`src/rtl/core/pbt_pkg.sv`:
```
`timescale 1ns / 1ps
// ----------------------------------------------------------------------------
// pbt_pkg: shared types and constants of the participant bitrate table
// Field widths, operation and status codes, controller states and the
// command and status structs that join the controller to the datapath.
// ----------------------------------------------------------------------------
package pbt_pkg;

    localparam int SLOTS_DEFAULT = 16;
    localparam int FUNC_W        = 2;
    localparam int ID_W          = 32;
    localparam int RATE_W        = 32;
    localparam int STATUS_W      = 2;
    localparam int OCC_W         = 5;
    localparam int CFG_W         = 5;

    localparam logic [CFG_W-1:0] CFG_RESET = 5'd16;

    typedef enum logic [FUNC_W-1:0] {
        FUNC_ADD      = 2'd0,
        FUNC_REMOVE   = 2'd1,
        FUNC_ESTIMATE = 2'd2,
        FUNC_QUERY    = 2'd3
    } func_t;

    typedef enum logic [STATUS_W-1:0] {
        STATUS_OK        = 2'd0,
        STATUS_DUP       = 2'd1,
        STATUS_FULL      = 2'd2,
        STATUS_NOT_FOUND = 2'd3
    } status_t;

    typedef enum logic [1:0] {
        SCAN_FIND = 2'd0,
        SCAN_MIN  = 2'd1,
        SCAN_WRT  = 2'd2
    } scan_mode_t;

    typedef enum logic [2:0] {
        S_IDLE   = 3'd0,
        S_FIND   = 3'd1,
        S_DECIDE = 3'd2,
        S_MIN    = 3'd3,
        S_WRT    = 3'd4,
        S_RDT    = 3'd5,
        S_RDW    = 3'd6,
        S_OUT    = 3'd7
    } state_t;

    typedef struct packed {
        logic       load;
        logic       start;
        logic       clr_min;
        scan_mode_t mode;
        logic       set_status;
        status_t    status;
        logic       add_commit;
        logic       remove_commit;
        logic       est_write;
        logic       cap_target;
        logic       emit;
    } ctrl_cmd_t;

    typedef struct packed {
        logic  found;
        logic  full;
        logic  done;
        logic  out_free;
        func_t func;
    } dp_status_t;

endpackage

```
`src/rtl/core/pbt_channels.sv`:
```
`timescale 1ns / 1ps
// ----------------------------------------------------------------------------
// pbt channels: valid/ready interfaces of the participant bitrate table
// One interface carries operation items in, the other carries result items.
// ----------------------------------------------------------------------------
interface pbt_op_if;
    logic                         valid;
    logic                         ready;
    logic [pbt_pkg::FUNC_W-1:0]   func;
    logic [pbt_pkg::ID_W-1:0]     participant_id;
    logic [pbt_pkg::RATE_W-1:0]   bitrate;

    modport source (output valid, output func, output participant_id, output bitrate,
                    input ready);
    modport sink (input valid, input func, input participant_id, input bitrate,
                  output ready);
endinterface

interface pbt_result_if;
    logic                         valid;
    logic                         ready;
    logic [pbt_pkg::STATUS_W-1:0] status;
    logic [pbt_pkg::RATE_W-1:0]   target_bitrate;
    logic [pbt_pkg::OCC_W-1:0]    occupancy;

    modport source (output valid, output status, output target_bitrate, output occupancy,
                    input ready);
    modport sink (input valid, input status, input target_bitrate, input occupancy,
                  output ready);
endinterface

```
`src/rtl/core/pbt_ram.sv`:
```
`timescale 1ns / 1ps
// ----------------------------------------------------------------------------
// pbt_ram: generic single-write, single-read RAM
// One write port and one read port with registered read data.
// ----------------------------------------------------------------------------
module pbt_ram #(
    parameter int WIDTH = 32,
    parameter int DEPTH = 16
) (
    input  logic                     clk,
    input  logic                     we,
    input  logic [$clog2(DEPTH)-1:0] waddr,
    input  logic [WIDTH-1:0]         wdata,
    input  logic [$clog2(DEPTH)-1:0] raddr,
    output logic [WIDTH-1:0]         rdata
);

    logic [WIDTH-1:0] mem [DEPTH];

    always_ff @(posedge clk)
    begin
        if (we)
        begin
            mem[waddr] <= wdata;
        end
        rdata <= mem[raddr];
    end

endmodule

```
`src/rtl/core/pbt_ctrl.sv`:
```
`timescale 1ns / 1ps
// ----------------------------------------------------------------------------
// pbt_ctrl: sequencer of the participant bitrate table
// Steps each item through lookup, decision, recompute passes and output.
// ----------------------------------------------------------------------------
module pbt_ctrl (
    input  logic                clk,
    input  logic                rst_n,
    input  logic                op_valid,
    output logic                op_ready,
    input  pbt_pkg::dp_status_t st,
    output pbt_pkg::ctrl_cmd_t  cmd
);

    pbt_pkg::state_t state_reg;
    pbt_pkg::state_t state_next;

    always_ff @(posedge clk or negedge rst_n)
    begin
        if (!rst_n)
        begin
            state_reg <= pbt_pkg::S_IDLE;
        end
        else
        begin
            state_reg <= state_next;
        end
    end

    always_comb
    begin
        state_next = state_reg;
        op_ready   = 1'b0;
        cmd        = '0;
        cmd.mode   = pbt_pkg::SCAN_FIND;
        cmd.status = pbt_pkg::STATUS_OK;
        unique case (state_reg)
            pbt_pkg::S_IDLE:
            begin
                op_ready = 1'b1;
                if (op_valid)
                begin
                    cmd.load   = 1'b1;
                    cmd.start  = 1'b1;
                    state_next = pbt_pkg::S_FIND;
                end
            end
            pbt_pkg::S_FIND:
            begin
                cmd.mode = pbt_pkg::SCAN_FIND;
                if (st.done)
                begin
                    state_next = pbt_pkg::S_DECIDE;
                end
            end
            pbt_pkg::S_DECIDE:
            begin
                unique case (st.func)
                    pbt_pkg::FUNC_ADD:
                    begin
                        if (st.found)
                        begin
                            cmd.set_status = 1'b1;
                            cmd.status     = pbt_pkg::STATUS_DUP;
                            state_next     = pbt_pkg::S_RDT;
                        end
                        else if (st.full)
                        begin
                            cmd.set_status = 1'b1;
                            cmd.status     = pbt_pkg::STATUS_FULL;
                            state_next     = pbt_pkg::S_OUT;
                        end
                        else
                        begin
                            cmd.add_commit = 1'b1;
                            state_next     = pbt_pkg::S_OUT;
                        end
                    end
                    pbt_pkg::FUNC_REMOVE,
                    pbt_pkg::FUNC_ESTIMATE:
                    begin
                        if (!st.found)
                        begin
                            cmd.set_status = 1'b1;
                            cmd.status     = pbt_pkg::STATUS_NOT_FOUND;
                            state_next     = pbt_pkg::S_OUT;
                        end
                        else
                        begin
                            cmd.remove_commit = (st.func == pbt_pkg::FUNC_REMOVE);
                            cmd.est_write     = (st.func == pbt_pkg::FUNC_ESTIMATE);
                            cmd.start         = 1'b1;
                            cmd.clr_min       = 1'b1;
                            state_next        = pbt_pkg::S_MIN;
                        end
                    end
                    pbt_pkg::FUNC_QUERY:
                    begin
                        if (!st.found)
                        begin
                            cmd.set_status = 1'b1;
                            cmd.status     = pbt_pkg::STATUS_NOT_FOUND;
                            state_next     = pbt_pkg::S_OUT;
                        end
                        else
                        begin
                            state_next = pbt_pkg::S_RDT;
                        end
                    end
                    default:
                    begin
                        state_next = pbt_pkg::S_OUT;
                    end
                endcase
            end
            pbt_pkg::S_MIN:
            begin
                cmd.mode = pbt_pkg::SCAN_MIN;
                if (st.done)
                begin
                    cmd.start  = 1'b1;
                    state_next = pbt_pkg::S_WRT;
                end
            end
            pbt_pkg::S_WRT:
            begin
                cmd.mode = pbt_pkg::SCAN_WRT;
                if (st.done)
                begin
                    state_next = (st.func == pbt_pkg::FUNC_ESTIMATE) ? pbt_pkg::S_RDT
                                                                     : pbt_pkg::S_OUT;
                end
            end
            pbt_pkg::S_RDT:
            begin
                state_next = pbt_pkg::S_RDW;
            end
            pbt_pkg::S_RDW:
            begin
                cmd.cap_target = 1'b1;
                state_next     = pbt_pkg::S_OUT;
            end
            pbt_pkg::S_OUT:
            begin
                if (st.out_free)
                begin
                    cmd.emit   = 1'b1;
                    state_next = pbt_pkg::S_IDLE;
                end
            end
            default:
            begin
                state_next = pbt_pkg::S_IDLE;
            end
        endcase
    end

endmodule

```
`src/rtl/core/pbt_dp.sv`:
```
`timescale 1ns / 1ps
// ----------------------------------------------------------------------------
// pbt_dp: datapath of the participant bitrate table
// Slot memories, valid bits, slot scanner, minimum tracker and result register.
// ----------------------------------------------------------------------------
module pbt_dp #(
    parameter int SLOTS = pbt_pkg::SLOTS_DEFAULT
) (
    input  logic                         clk,
    input  logic                         rst_n,
    input  logic                         cfg_we,
    input  logic [pbt_pkg::CFG_W-1:0]    cfg_data,
    input  logic [pbt_pkg::FUNC_W-1:0]   op_func,
    input  logic [pbt_pkg::ID_W-1:0]     op_id,
    input  logic [pbt_pkg::RATE_W-1:0]   op_bitrate,
    input  pbt_pkg::ctrl_cmd_t           cmd,
    output pbt_pkg::dp_status_t          st,
    input  logic                         res_ready,
    output logic                         res_valid,
    output logic [pbt_pkg::STATUS_W-1:0] res_status,
    output logic [pbt_pkg::RATE_W-1:0]   res_target,
    output logic [pbt_pkg::OCC_W-1:0]    res_occupancy
);

    localparam int IDXW = $clog2(SLOTS);
    localparam int OCCW = $clog2(SLOTS + 1);
    localparam int LIMW = (OCCW > pbt_pkg::CFG_W) ? OCCW : pbt_pkg::CFG_W;
    localparam logic [IDXW-1:0] LAST_IDX  = IDXW'(SLOTS - 1);
    localparam logic [LIMW-1:0] SLOTS_LIM = LIMW'(SLOTS);
    localparam int RW = pbt_pkg::RATE_W;

    // Control state.
    logic [SLOTS-1:0]         valid_reg,        valid_next;
    logic [OCCW-1:0]          occ_reg,          occ_next;
    logic [pbt_pkg::CFG_W-1:0] max_reg,         max_next;
    logic                     issue_active_reg, issue_active_next;
    logic                     rd_live_reg,      rd_live_next;
    logic                     rd_last_reg,      rd_last_next;
    logic                     found_reg,        found_next;
    logic                     free_found_reg,   free_found_next;
    logic                     res_valid_reg,    res_valid_next;

    // Payload state.
    pbt_pkg::func_t           func_reg,         func_next;
    logic [pbt_pkg::ID_W-1:0] id_reg,           id_next;
    logic [RW-1:0]            rate_reg,         rate_next;
    logic [IDXW-1:0]          idx_reg,          idx_next;
    logic [IDXW-1:0]          rd_idx_reg,       rd_idx_next;
    logic [IDXW-1:0]          at_reg,           at_next;
    logic [IDXW-1:0]          free_reg,         free_next;
    logic [RW-1:0]            min1_reg,         min1_next;
    logic                     min1_seen_reg,    min1_seen_next;
    logic [IDXW-1:0]          min1_idx_reg,     min1_idx_next;
    logic [RW-1:0]            min2_reg,         min2_next;
    logic                     min2_seen_reg,    min2_seen_next;
    pbt_pkg::status_t         status_reg,       status_next;
    logic [RW-1:0]            target_reg,       target_next;
    pbt_pkg::status_t         res_status_reg,   res_status_next;
    logic [RW-1:0]            res_target_reg,   res_target_next;
    logic [pbt_pkg::OCC_W-1:0] res_occ_reg,     res_occ_next;

    // Memory ports.
    logic                     ident_we;
    logic [pbt_pkg::ID_W-1:0] ident_rdata;
    logic                     est_we;
    logic [IDXW-1:0]          est_waddr;
    logic [RW-1:0]            est_wdata;
    logic [RW-1:0]            est_rdata;
    logic                     tgt_we;
    logic [IDXW-1:0]          tgt_waddr;
    logic [RW-1:0]            tgt_wdata;
    logic [RW-1:0]            tgt_rdata;

    logic [LIMW-1:0]          max_ext;
    logic [LIMW-1:0]          limit;
    logic [RW-1:0]            wrt_value;

    pbt_ram #(.WIDTH(pbt_pkg::ID_W), .DEPTH(SLOTS)) u_ident_ram (
        .clk   (clk),
        .we    (ident_we),
        .waddr (free_reg),
        .wdata (id_reg),
        .raddr (idx_reg),
        .rdata (ident_rdata)
    );

    pbt_ram #(.WIDTH(RW), .DEPTH(SLOTS)) u_est_ram (
        .clk   (clk),
        .we    (est_we),
        .waddr (est_waddr),
        .wdata (est_wdata),
        .raddr (idx_reg),
        .rdata (est_rdata)
    );

    pbt_ram #(.WIDTH(RW), .DEPTH(SLOTS)) u_tgt_ram (
        .clk   (clk),
        .we    (tgt_we),
        .waddr (tgt_waddr),
        .wdata (tgt_wdata),
        .raddr (at_reg),
        .rdata (tgt_rdata)
    );

    always_comb
    begin
        max_ext = LIMW'(max_reg);
        limit   = (max_ext < SLOTS_LIM) ? max_ext : SLOTS_LIM;
    end

    // A slot's target excludes its own estimate, so the holder of the lowest
    // estimate gets the second lowest one.
    always_comb
    begin
        if (!min1_seen_reg)
        begin
            wrt_value = '0;
        end
        else if (rd_idx_reg == min1_idx_reg)
        begin
            wrt_value = min2_seen_reg ? min2_reg : '0;
        end
        else
        begin
            wrt_value = min1_reg;
        end
    end

    always_comb
    begin
        ident_we  = cmd.add_commit;
        est_we    = 1'b0;
        est_waddr = free_reg;
        est_wdata = '0;
        tgt_we    = 1'b0;
        tgt_waddr = free_reg;
        tgt_wdata = '0;
        if (cmd.add_commit)
        begin
            est_we = 1'b1;
            tgt_we = 1'b1;
        end
        else if (cmd.est_write)
        begin
            est_we    = 1'b1;
            est_waddr = at_reg;
            est_wdata = rate_reg;
        end
        if (rd_live_reg && cmd.mode == pbt_pkg::SCAN_WRT)
        begin
            tgt_we    = 1'b1;
            tgt_waddr = rd_idx_reg;
            tgt_wdata = wrt_value;
        end
    end

    always_comb
    begin
        valid_next        = valid_reg;
        occ_next          = occ_reg;
        max_next          = max_reg;
        issue_active_next = issue_active_reg;
        found_next        = found_reg;
        free_found_next   = free_found_reg;
        res_valid_next    = res_valid_reg;
        func_next         = func_reg;
        id_next           = id_reg;
        rate_next         = rate_reg;
        idx_next          = idx_reg;
        at_next           = at_reg;
        free_next         = free_reg;
        min1_next         = min1_reg;
        min1_seen_next    = min1_seen_reg;
        min1_idx_next     = min1_idx_reg;
        min2_next         = min2_reg;
        min2_seen_next    = min2_seen_reg;
        status_next       = status_reg;
        target_next       = target_reg;
        res_status_next   = res_status_reg;
        res_target_next   = res_target_reg;
        res_occ_next      = res_occ_reg;

        if (cfg_we)
        begin
            max_next = cfg_data;
        end

        if (cmd.load)
        begin
            func_next       = pbt_pkg::func_t'(op_func);
            id_next         = op_id;
            rate_next       = op_bitrate;
            found_next      = 1'b0;
            free_found_next = 1'b0;
            status_next     = pbt_pkg::STATUS_OK;
            target_next     = '0;
        end

        // Address issue stage of the slot scanner.
        if (cmd.start)
        begin
            idx_next          = '0;
            issue_active_next = 1'b1;
        end
        else if (issue_active_reg)
        begin
            idx_next = idx_reg + IDXW'(1);
            if (idx_reg == LAST_IDX)
            begin
                idx_next          = idx_reg;
                issue_active_next = 1'b0;
            end
        end
        rd_live_next = issue_active_reg;
        rd_last_next = issue_active_reg && (idx_reg == LAST_IDX);
        rd_idx_next  = idx_reg;

        // Read data stage of the slot scanner.
        if (rd_live_reg)
        begin
            if (cmd.mode == pbt_pkg::SCAN_FIND)
            begin
                if (valid_reg[rd_idx_reg] && ident_rdata == id_reg && !found_reg)
                begin
                    found_next = 1'b1;
                    at_next    = rd_idx_reg;
                end
                if (!valid_reg[rd_idx_reg] && !free_found_reg)
                begin
                    free_found_next = 1'b1;
                    free_next       = rd_idx_reg;
                end
            end
            else if (cmd.mode == pbt_pkg::SCAN_MIN)
            begin
                if (valid_reg[rd_idx_reg] && est_rdata != '0)
                begin
                    if (!min1_seen_reg || est_rdata < min1_reg)
                    begin
                        min2_next      = min1_reg;
                        min2_seen_next = min1_seen_reg;
                        min1_next      = est_rdata;
                        min1_idx_next  = rd_idx_reg;
                        min1_seen_next = 1'b1;
                    end
                    else if (!min2_seen_reg || est_rdata < min2_reg)
                    begin
                        min2_next      = est_rdata;
                        min2_seen_next = 1'b1;
                    end
                end
            end
        end

        if (cmd.clr_min)
        begin
            min1_seen_next = 1'b0;
            min2_seen_next = 1'b0;
        end

        if (cmd.set_status)
        begin
            status_next = cmd.status;
        end

        if (cmd.add_commit)
        begin
            valid_next[free_reg] = 1'b1;
            occ_next             = occ_reg + OCCW'(1);
        end
        else if (cmd.remove_commit)
        begin
            valid_next[at_reg] = 1'b0;
            occ_next           = occ_reg - OCCW'(1);
        end

        if (cmd.cap_target)
        begin
            target_next = tgt_rdata;
        end

        if (cmd.emit)
        begin
            res_valid_next  = 1'b1;
            res_status_next = status_reg;
            res_target_next = target_reg;
            res_occ_next    = pbt_pkg::OCC_W'(occ_reg);
        end
        else if (res_valid_reg && res_ready)
        begin
            res_valid_next = 1'b0;
        end
    end

    always_ff @(posedge clk or negedge rst_n)
    begin
        if (!rst_n)
        begin
            valid_reg        <= '0;
            occ_reg          <= '0;
            max_reg          <= pbt_pkg::CFG_RESET;
            issue_active_reg <= 1'b0;
            rd_live_reg      <= 1'b0;
            rd_last_reg      <= 1'b0;
            found_reg        <= 1'b0;
            free_found_reg   <= 1'b0;
            res_valid_reg    <= 1'b0;
        end
        else
        begin
            valid_reg        <= valid_next;
            occ_reg          <= occ_next;
            max_reg          <= max_next;
            issue_active_reg <= issue_active_next;
            rd_live_reg      <= rd_live_next;
            rd_last_reg      <= rd_last_next;
            found_reg        <= found_next;
            free_found_reg   <= free_found_next;
            res_valid_reg    <= res_valid_next;
        end
    end

    always_ff @(posedge clk)
    begin
        func_reg       <= func_next;
        id_reg         <= id_next;
        rate_reg       <= rate_next;
        idx_reg        <= idx_next;
        rd_idx_reg     <= rd_idx_next;
        at_reg         <= at_next;
        free_reg       <= free_next;
        min1_reg       <= min1_next;
        min1_seen_reg  <= min1_seen_next;
        min1_idx_reg   <= min1_idx_next;
        min2_reg       <= min2_next;
        min2_seen_reg  <= min2_seen_next;
        status_reg     <= status_next;
        target_reg     <= target_next;
        res_status_reg <= res_status_next;
        res_target_reg <= res_target_next;
        res_occ_reg    <= res_occ_next;
    end

    always_comb
    begin
        st.found    = found_reg;
        st.full     = (LIMW'(occ_reg) >= limit);
        st.done     = rd_live_reg && rd_last_reg;
        st.out_free = !res_valid_reg || res_ready;
        st.func     = func_reg;
    end

    assign res_valid     = res_valid_reg;
    assign res_status    = res_status_reg;
    assign res_target    = res_target_reg;
    assign res_occupancy = res_occ_reg;

endmodule

```
`src/rtl/core/participant_bitrate_table.sv`:
```
`timescale 1ns / 1ps
// ----------------------------------------------------------------------------
// participant_bitrate_table: room participant table with target bitrates
// Adds, removes, estimate reports and target queries on up to SLOTS slots.
// ----------------------------------------------------------------------------
// Each item on op is one operation and produces exactly one result item on
// result. The block handles one item at a time. Every item first scans all
// slots of the identifier memory to find the addressed participant and the
// lowest free slot. An add, a query or any refused operation then goes to
// the output, after a read of the participant's target where it has to be
// read (a query that finds its participant or a duplicate add). A successful
// remove or estimate report adds two further passes over the slots, one
// through the estimate memory to find the lowest and second lowest nonzero
// estimates and one that writes every slot's target; an estimate report then
// also reads back its target. A result register sits on the output, so the
// next item is accepted while the last result waits.
// The room limit register is written through cfg_we and cfg_data; the user
// must write it only while the block is idle, which the block itself does
// not enforce. The limit in force is the smaller of it and SLOTS.
// ----------------------------------------------------------------------------
module participant_bitrate_table #(
    parameter int SLOTS = pbt_pkg::SLOTS_DEFAULT
) (
    input  logic                      clk,
    input  logic                      rst_n,
    input  logic                      cfg_we,
    input  logic [pbt_pkg::CFG_W-1:0] cfg_data,
    pbt_op_if.sink                    op,
    pbt_result_if.source              result
);

    // Command and status bundles between the sequencer and the datapath.
    pbt_pkg::ctrl_cmd_t  cmd;
    pbt_pkg::dp_status_t st;

    logic                         op_ready;
    logic                         res_valid;
    logic [pbt_pkg::STATUS_W-1:0] res_status;
    logic [pbt_pkg::RATE_W-1:0]   res_target;
    logic [pbt_pkg::OCC_W-1:0]    res_occupancy;

    // The sequencer walks each item through lookup, decision, the optional
    // recompute passes, the target read and the hand-off to the result register.
    pbt_ctrl u_ctrl (
        .clk      (clk),
        .rst_n    (rst_n),
        .op_valid (op.valid),
        .op_ready (op_ready),
        .st       (st),
        .cmd      (cmd)
    );

    // The datapath holds the slot memories, the valid bits, the occupancy
    // count, the room limit and the result register.
    pbt_dp #(.SLOTS(SLOTS)) u_dp (
        .clk           (clk),
        .rst_n         (rst_n),
        .cfg_we        (cfg_we),
        .cfg_data      (cfg_data),
        .op_func       (op.func),
        .op_id         (op.participant_id),
        .op_bitrate    (op.bitrate),
        .cmd           (cmd),
        .st            (st),
        .res_ready     (result.ready),
        .res_valid     (res_valid),
        .res_status    (res_status),
        .res_target    (res_target),
        .res_occupancy (res_occupancy)
    );

    assign op.ready              = op_ready;
    assign result.valid          = res_valid;
    assign result.status         = res_status;
    assign result.target_bitrate = res_target;
    assign result.occupancy      = res_occupancy;

    // An accepted item keeps the sequencer busy, so no second item is taken
    // in the following cycle.
    a_one_item_at_a_time: assert property (
        @(posedge clk) disable iff (!rst_n)
        (op.valid && op.ready) |=> !op.ready
    ) else $error("second item accepted while one was in progress");

    // At most one table update is issued in any cycle.
    a_single_update: assert property (
        @(posedge clk) disable iff (!rst_n)
        $onehot0({cmd.add_commit, cmd.remove_commit, cmd.est_write})
    ) else $error("conflicting table updates in one cycle");

    // A finished item always shows up on the result channel in the next cycle.
    a_emit_visible: assert property (
        @(posedge clk) disable iff (!rst_n)
        cmd.emit |=> result.valid
    ) else $error("finished item did not reach the result register");

    // Handing a result over only happens when the result register is free.
    a_emit_when_free: assert property (
        @(posedge clk) disable iff (!rst_n)
        cmd.emit |-> (!result.valid || result.ready)
    ) else $error("result overwritten before it was taken");

endmodule

```
`src/flat_wrapper.sv`:
```
// flat-port wrapper written by rule: the top's interface ports become plain ports
module participant_bitrate_table_flat 
#(
    parameter int SLOTS = pbt_pkg::SLOTS_DEFAULT
)
  (clk, rst_n, cfg_we, cfg_data, op_valid, op_func, op_participant_id, op_bitrate, op_ready, result_valid, result_status, result_target_bitrate, result_occupancy, result_ready);
  pbt_op_if op_i ();
  pbt_result_if result_i ();
  input  logic clk;
  input  logic rst_n;
  input  logic cfg_we;
  input  logic [pbt_pkg::CFG_W-1:0] cfg_data;
  input wire logic [$bits(op_i.valid)-1:0] op_valid;
  input wire logic [$bits(op_i.func)-1:0] op_func;
  input wire logic [$bits(op_i.participant_id)-1:0] op_participant_id;
  input wire logic [$bits(op_i.bitrate)-1:0] op_bitrate;
  output wire logic [$bits(op_i.ready)-1:0] op_ready;
  output wire logic [$bits(result_i.valid)-1:0] result_valid;
  output wire logic [$bits(result_i.status)-1:0] result_status;
  output wire logic [$bits(result_i.target_bitrate)-1:0] result_target_bitrate;
  output wire logic [$bits(result_i.occupancy)-1:0] result_occupancy;
  input wire logic [$bits(result_i.ready)-1:0] result_ready;
  assign op_i.valid = op_valid;
  assign op_i.func = op_func;
  assign op_i.participant_id = op_participant_id;
  assign op_i.bitrate = op_bitrate;
  assign op_ready = op_i.ready;
  assign result_valid = result_i.valid;
  assign result_status = result_i.status;
  assign result_target_bitrate = result_i.target_bitrate;
  assign result_occupancy = result_i.occupancy;
  assign result_i.ready = result_ready;
  participant_bitrate_table #(.SLOTS(SLOTS)) u_core (.clk(clk), .rst_n(rst_n), .cfg_we(cfg_we), .cfg_data(cfg_data), .op(op_i), .result(result_i));
endmodule
```
`config.mk`:
```
export PLATFORM = sky130hd
export DESIGN_NAME = participant_bitrate_table_flat
export DESIGN_NICKNAME = d
export VERILOG_FILES = /design/src/rtl/core/pbt_pkg.sv /design/src/rtl/core/pbt_channels.sv /design/src/rtl/core/pbt_ram.sv /design/src/rtl/core/pbt_ctrl.sv /design/src/rtl/core/pbt_dp.sv /design/src/rtl/core/participant_bitrate_table.sv /design/src/flat_wrapper.sv
export SDC_FILE = /design/constraint.sdc
export NUM_CORES = 2
export LEC_CHECK = 0
export BUFFER_PORTS_ARGS = -buffer_cell sky130_fd_sc_hd__buf_2
export CAP_MARGIN = 15
export CORE_MARGIN = 5
export CORE_UTILIZATION = 63
export DETAILED_ROUTE_END_ITERATION = 10
export PLACE_DENSITY = 0.85
export SLEW_MARGIN = 10
export SYNTH_ARGS = -nofsm -noshare
export SYNTH_HDL_FRONTEND = slang
export SYNTH_SLANG_ARGS = --single-unit
export TNS_END_PERCENT = 5
```
`constraint.sdc`:
```
create_clock -name clk -period 11.8 [get_ports clk]
set_input_delay 2.36 -clock clk [delete_from_list [all_inputs] [get_ports clk]]
set_output_delay 2.36 -clock clk [all_outputs]
set_load 0.01 [all_outputs]
```
After elaboration in Yosys (flattened, before gate mapping)
Memory sizes are Yosys's and may differ from the RTL's. A register that Yosys moved wholly into a read port is not among the register bits.
Index checks and enable logic that the tools add are counted.
{"block": "word_totals", "reg_bits": 260, "latchBits": 0, "mem_bits_rw": 1536, "rom_bits": 0, "input_bits": 76, "out_inout_bits": 41, "elab_cells": 186, "n_memories": 3}
{"block": "op_classes", "addsub": 3, "multipliers": 0, "div_mod_pow": 0, "magnitude_cmp": 9, "eq_ne": 20, "n_shift": 0, "mux": 82, "bitwise_logic": 5, "n_reduce_logical": 37}
{"memory": "u_core.u_dp.u_est_ram.mem", "depth": 16, "word_bits": 32, "rd": 1, "rd_ports_with_merged_regs": 1, "wr": 1, "line": "pbt_ram.sv:18", "rtl": "logic [WIDTH-1:0] mem [DEPTH];"}
{"memory": "u_core.u_dp.u_ident_ram.mem", "depth": 16, "word_bits": 32, "rd": 1, "rd_ports_with_merged_regs": 1, "wr": 1, "line": "pbt_ram.sv:18"}
{"memory": "u_core.u_dp.u_tgt_ram.mem", "depth": 16, "word_bits": 32, "rd": 1, "rd_ports_with_merged_regs": 1, "wr": 1, "line": "pbt_ram.sv:18"}
{"op": "$mux W32", "n": 10}
{"op": "$lt A32 B32 Y1", "n": 2}
{"op": "$mux W1", "n": 37}
{"op": "$eq A32 B32 Y1", "n": 1}
{"op": "$mux W16", "n": 2}
{"op": "$reduce_bool A32 Y1", "n": 1}
{"op": "$mux W3", "n": 9}
{"op": "$pmux W3 S8", "n": 1}
{"op": "$mux W2", "n": 9}
{"op": "$and A16 B16 Y16", "n": 1}
{"op": "$not A16 Y16", "n": 1}
{"op": "$or A16 B16 Y16", "n": 1}
{"op": "$lt A4 B5 Y1 const B", "n": 3}
{"op": "$mux W5", "n": 3}
{"op": "$reduce_and A5 Y1", "n": 3}
{"op": "$eq A3 B3 Y1 const B", "n": 4}
{"op": "$mux W4", "n": 3}
{"op": "$pmux W3 S2", "n": 2}
{"op": "$logic_and A1 B1 Y1", "n": 10}
{"op": "$reduce_bool A2 Y1", "n": 5}
{"op": "$demux W1 S4", "n": 2}
{"op": "$ge A4 B1 Y1 const B", "n": 2}
{"op": "$ne A2 B1 Y1 const B", "n": 4}
{"op": "$eq A2 B2 Y1 const B", "n": 3}
{"op": "24 further kinds", "n": 37}

Depth between registers and ports, before layout
{"block": "logic_depth", "word_depth": 11, "ltp_mapped": 14, "ltp_nobuf": 13}

Modules after synthesis
From an unflattened synthesis, not the netlist that was laid out.
{"block": "unflattened", "cells_unflattened": 3479, "hier_area_um2": 71871.4}
{"module": "pbt_ram", "instances": 3, "cells_per_inst": 838, "area_each_um2": 19835.3, "seq_area_each_um2": 16015.4}
{"module": "pbt_dp", "instances": 1, "cells_per_inst": 914, "area_each_um2": 11949.0, "seq_area_each_um2": 7458.4}
{"module": "pbt_ctrl", "instances": 1, "cells_per_inst": 51, "area_each_um2": 416.6, "seq_area_each_um2": 75.1}

Worst setup path before layout
OpenSTA, ideal clock, no wires.
{"block": "synth_timing", "path_type": "input-to-reg", "startpoint": "input port op_valid", "endpoint": "register u_core.u_dp.target_reg[0], enable pin", "setup_ns": 0.375, "arrival_time_ns": 4.755, "required_ns": 11.425, "setup_slack_ns": 6.670, "path_stages": 4, "n_path_buf": 0, "path_cell_list": "nand2b_1 -> or3_1 -> inv_1 -> or2_2"}
{"item": "from (decl)", "line": "flat_wrapper.sv:13", "rtl": "input wire logic [$bits(op_i.valid)-1:0] op_valid;"}
{"item": "to (signal assigned)", "line": "pbt_dp.sv:338", "rtl": "target_reg <= target_next;"}
{"item": "to (decl)", "line": "pbt_dp.sv:57", "rtl": "logic [RW-1:0] target_reg, target_next;"}

Worst setup path in the final report
{"block": "layout_timing", "startpoint": "register u_core.u_ctrl.state_reg[0]", "endpoint": "output port op_ready"}
{"block": "layout_via", "elab_chain_cells": 2}
{"item": "from (decl)", "line": "pbt_ctrl.sv:15", "rtl": "pbt_pkg::state_t state_reg;"}
{"item": "from (signal assigned)", "line": "pbt_ctrl.sv:22", "rtl": "state_reg <= pbt_pkg::S_IDLE;"}
{"item": "from (signal assigned)", "line": "pbt_ctrl.sv:26", "rtl": "state_reg <= state_next;"}
{"item": "$logic_not A3 Y1", "line": "pbt_ctrl.sv:37", "rtl": "unique case (state_reg)"}
{"item": "$mux W1", "line": "pbt_ctrl.sv:37"}
{"item": "to (decl)", "line": "flat_wrapper.sv:17", "rtl": "output wire logic [$bits(op_i.ready)-1:0] op_ready;"}
No other way between the ends.

==> metrics <==
worst-skew pair later-pin latency=790 ps; Post-Synth XOR/XNOR Area=0.00522; Routed WL=180,000 µm; Worst Setup Path Type=reg -> out; instance area at placement=between 0.07 and 0.08 mm²; post-route setup slack=7580 ps; RSZ-0062 raised after global routing=false; drt initial violations=5,390; Tot Pwr=16.5 mW; post-route cell area=0.0807 mm²; final setup fails=0; Syn Nets=3,425; CTS tree=yes; DR WL/cell=34.8 µm; fraction of layout cells with a size suffix above 1=0.296; async set or reset register ratio after synthesis=0.0185; Post-synth EDFFs=1,751; worst hold path class=reg -> reg; clk root buf=clkbuf_16; final core utilization=0.708; post-CTS sizing=0; Hold Buf Count CTS=0; die area=~0.12 mm²; global-route usage over all layers=0.299; most frequent cells in the layout=edfxtp_1, mux4_2, clkbuf_16; Crit. End Element=primary output; CTS H-tree lvls=4; core area=0.114 mm²; Tmin final=4220 ps; status=finished clean; Worst setup startpoint=u_core.u_ctrl.state_reg[0]; worst-path fanout max=21; pin count of the biggest net entering global routing=138; worst r2r src=u_core.u_dp.at_reg[0]; Area growth, synth to finish=12.0%; Initial Util=0.632; # DRC=0; Max Cap Viol=0; Worst-Margin Slew=around 1300 ps; Unique masters post-synth=64; TNS Setup=0 ps; global-route wire length before repair=~260,000 µm; CTS buffer count=177; commonest non-fill, non-tap cell in the layout=edfxtp_1; Inserted Diodes=0; Setup Skew=31.1 ps; post-synthesis compound-gate area fraction=0.0136; Leakage Power=about 28 nW; #FFs+latches synth=1,892; TritonCTS Sinks=1,892; biggest regs=u_core.u_dp.u_est_ram.mem: 512 flops, u_core.u_dp.u_ident_ram.mem: 512 flops, u_core.u_dp.u_tgt_ram.mem: 512 flops; via count=approximately 36,000; GR Overflow Total=0; fmax=237 MHz; DRT Pass-1 Iters=8; HPWL Detailed=~89,000 µm; Tcrit/Tclk final=0.358; nets=3,653; Avg Synthesized Cell Area=between 20 and 25 µm²; Post CTS Setup Buffer Count=0; Worst Reg-to-Reg Cells=5; Final ANT Viol Nets=0; Simple-Gate Fraction of Synth Area=0.0250; Synth Area in Adders=0.0133; fin. max-slew vios=0; gpl congestion=0.771; hold path startpoint=u_core.u_dp.target_reg[18]; Final Hold Fails=0; relative slew slack=0.165; IO Pins=117; synthesized cell area=0.0721 mm²; Worst IR Drop VDD=between 150 and 200 µV; # fillers=6,013; largest family of logic cells by synthesized area=multiplexers; clock slew at reported path FFs=60 ps; CP arrival=around 1900 ps; antenna violations before repair=1; vias in the first global route=37,455; Vias/cell=7.06; Post-Synthesis Cells=~3,300; crit path launch type=register; hold depth=0; die height=348 µm; Worst EP required=9440 ps; Main synth FF type=edfxtp_1; DP Worst Slack=just over 7000 ps; pwr/cell area=205 mW/mm²; Clock Path Buffers=3; Port Buffer Count=116; die width=348 µm; # rows=124; Ys Warns=0; mux cell area share after synthesis=0.158; sequential share of the synthesized area=0.771
-- worst max-delay path, cell delays in order (launching register included) --
cell and delay, ps:
dfrtp_1 580, nor3_1 330, buf_2 180
-- power breakdown --
| group | total, mW | switching [mW] | internal, mW |
|---|---|---|---|
| combinational | 2.66 | 1.43 | 1.23 |
| clock | 5.62 | 2.51 | 3.11 |
| sequential | 8.26 | 0.471 | 7.78 |
| total | 16.5 | 4.41 | 12.1 |
-- Yosys cell counts (18+ instances only) --
cell type	n	area [µm²]
nand3_1	45	225
dfxtp_1	106	2120
mux2_2	40	450
ha_1	75	938
nor3_1	18	90.1
mux4_2	485	10900
a21oi_1	82	410
xor2_1	23	201
xnor2_1	20	175
a31oi_1	22	138
inv_1	79	297
edfxtp_1	1751	52600
nor2_1	68	255
and2_1	36	225
nand2_1	66	248
and3_1	38	238
buf_2	42	210
dfrtp_1	34	851
clkbuf_1	92	345
-- per-layer routing --
layer | part of all wire | track usage | up-vias
li1 | - | - | 14040
met1 | 0.34 | 0.399 | 19028
met2 | 0.52 | 0.508 | 2896
met3 | 0.098 | 0.0514 | 505
met4 | 0.039 | 0.106 | 0
met5 | 0 | 0 | -
-- final timing paths --
kind | endpoint | slack [ps]
max | op_ready | 7580
min | u_core.u_dp.res_target[18] | 420
max reg2reg | u_core.u_dp.u_tgt_ram.rdata[10] | 7590
min reg2reg | u_core.u_dp.res_target[18] | 420
max in group asynchronous | u_core.u_dp.occ_reg[3] | 9540
min in group asynchronous | u_core.u_dp.max_ext[3] | 1700
-- final cells by class --
cell class | count | area (µm²) | area share
inverter | 79 | 298 | 0.00369
sequential | 1892 | 55600 | 0.689
multi-input combinational | 1149 | 15900 | 0.198
timing repair buffer | 202 | 1320 | 0.0164
clock inverter | 97 | 787 | 0.00975
tap | 1512 | 1890 | 0.0234
clock buffer | 236 | 4860 | 0.0603
-- kinds of logic after synthesis --
| kind of cell | count (synthesis) |
|---|---|
| mux | 526 |
| simple gates | 344 |
| compound gates | 160 |
| buf+inv | 232 |
| fa+ha+maj | 76 |
| xor+xnor | 43 |
| flops | 1892 |
-- per-stage QoR --
stage / instances / hold slack (ps)
after floorplan: 3273 / 326
after global placement: 4825 / 402
after detailed placement: 4828 / 405
after CTS: 5161 / 420
after global routing: 5167 / 424
final: 5167 / 418
Note: power is estimated with default switching activity, not from simulation.
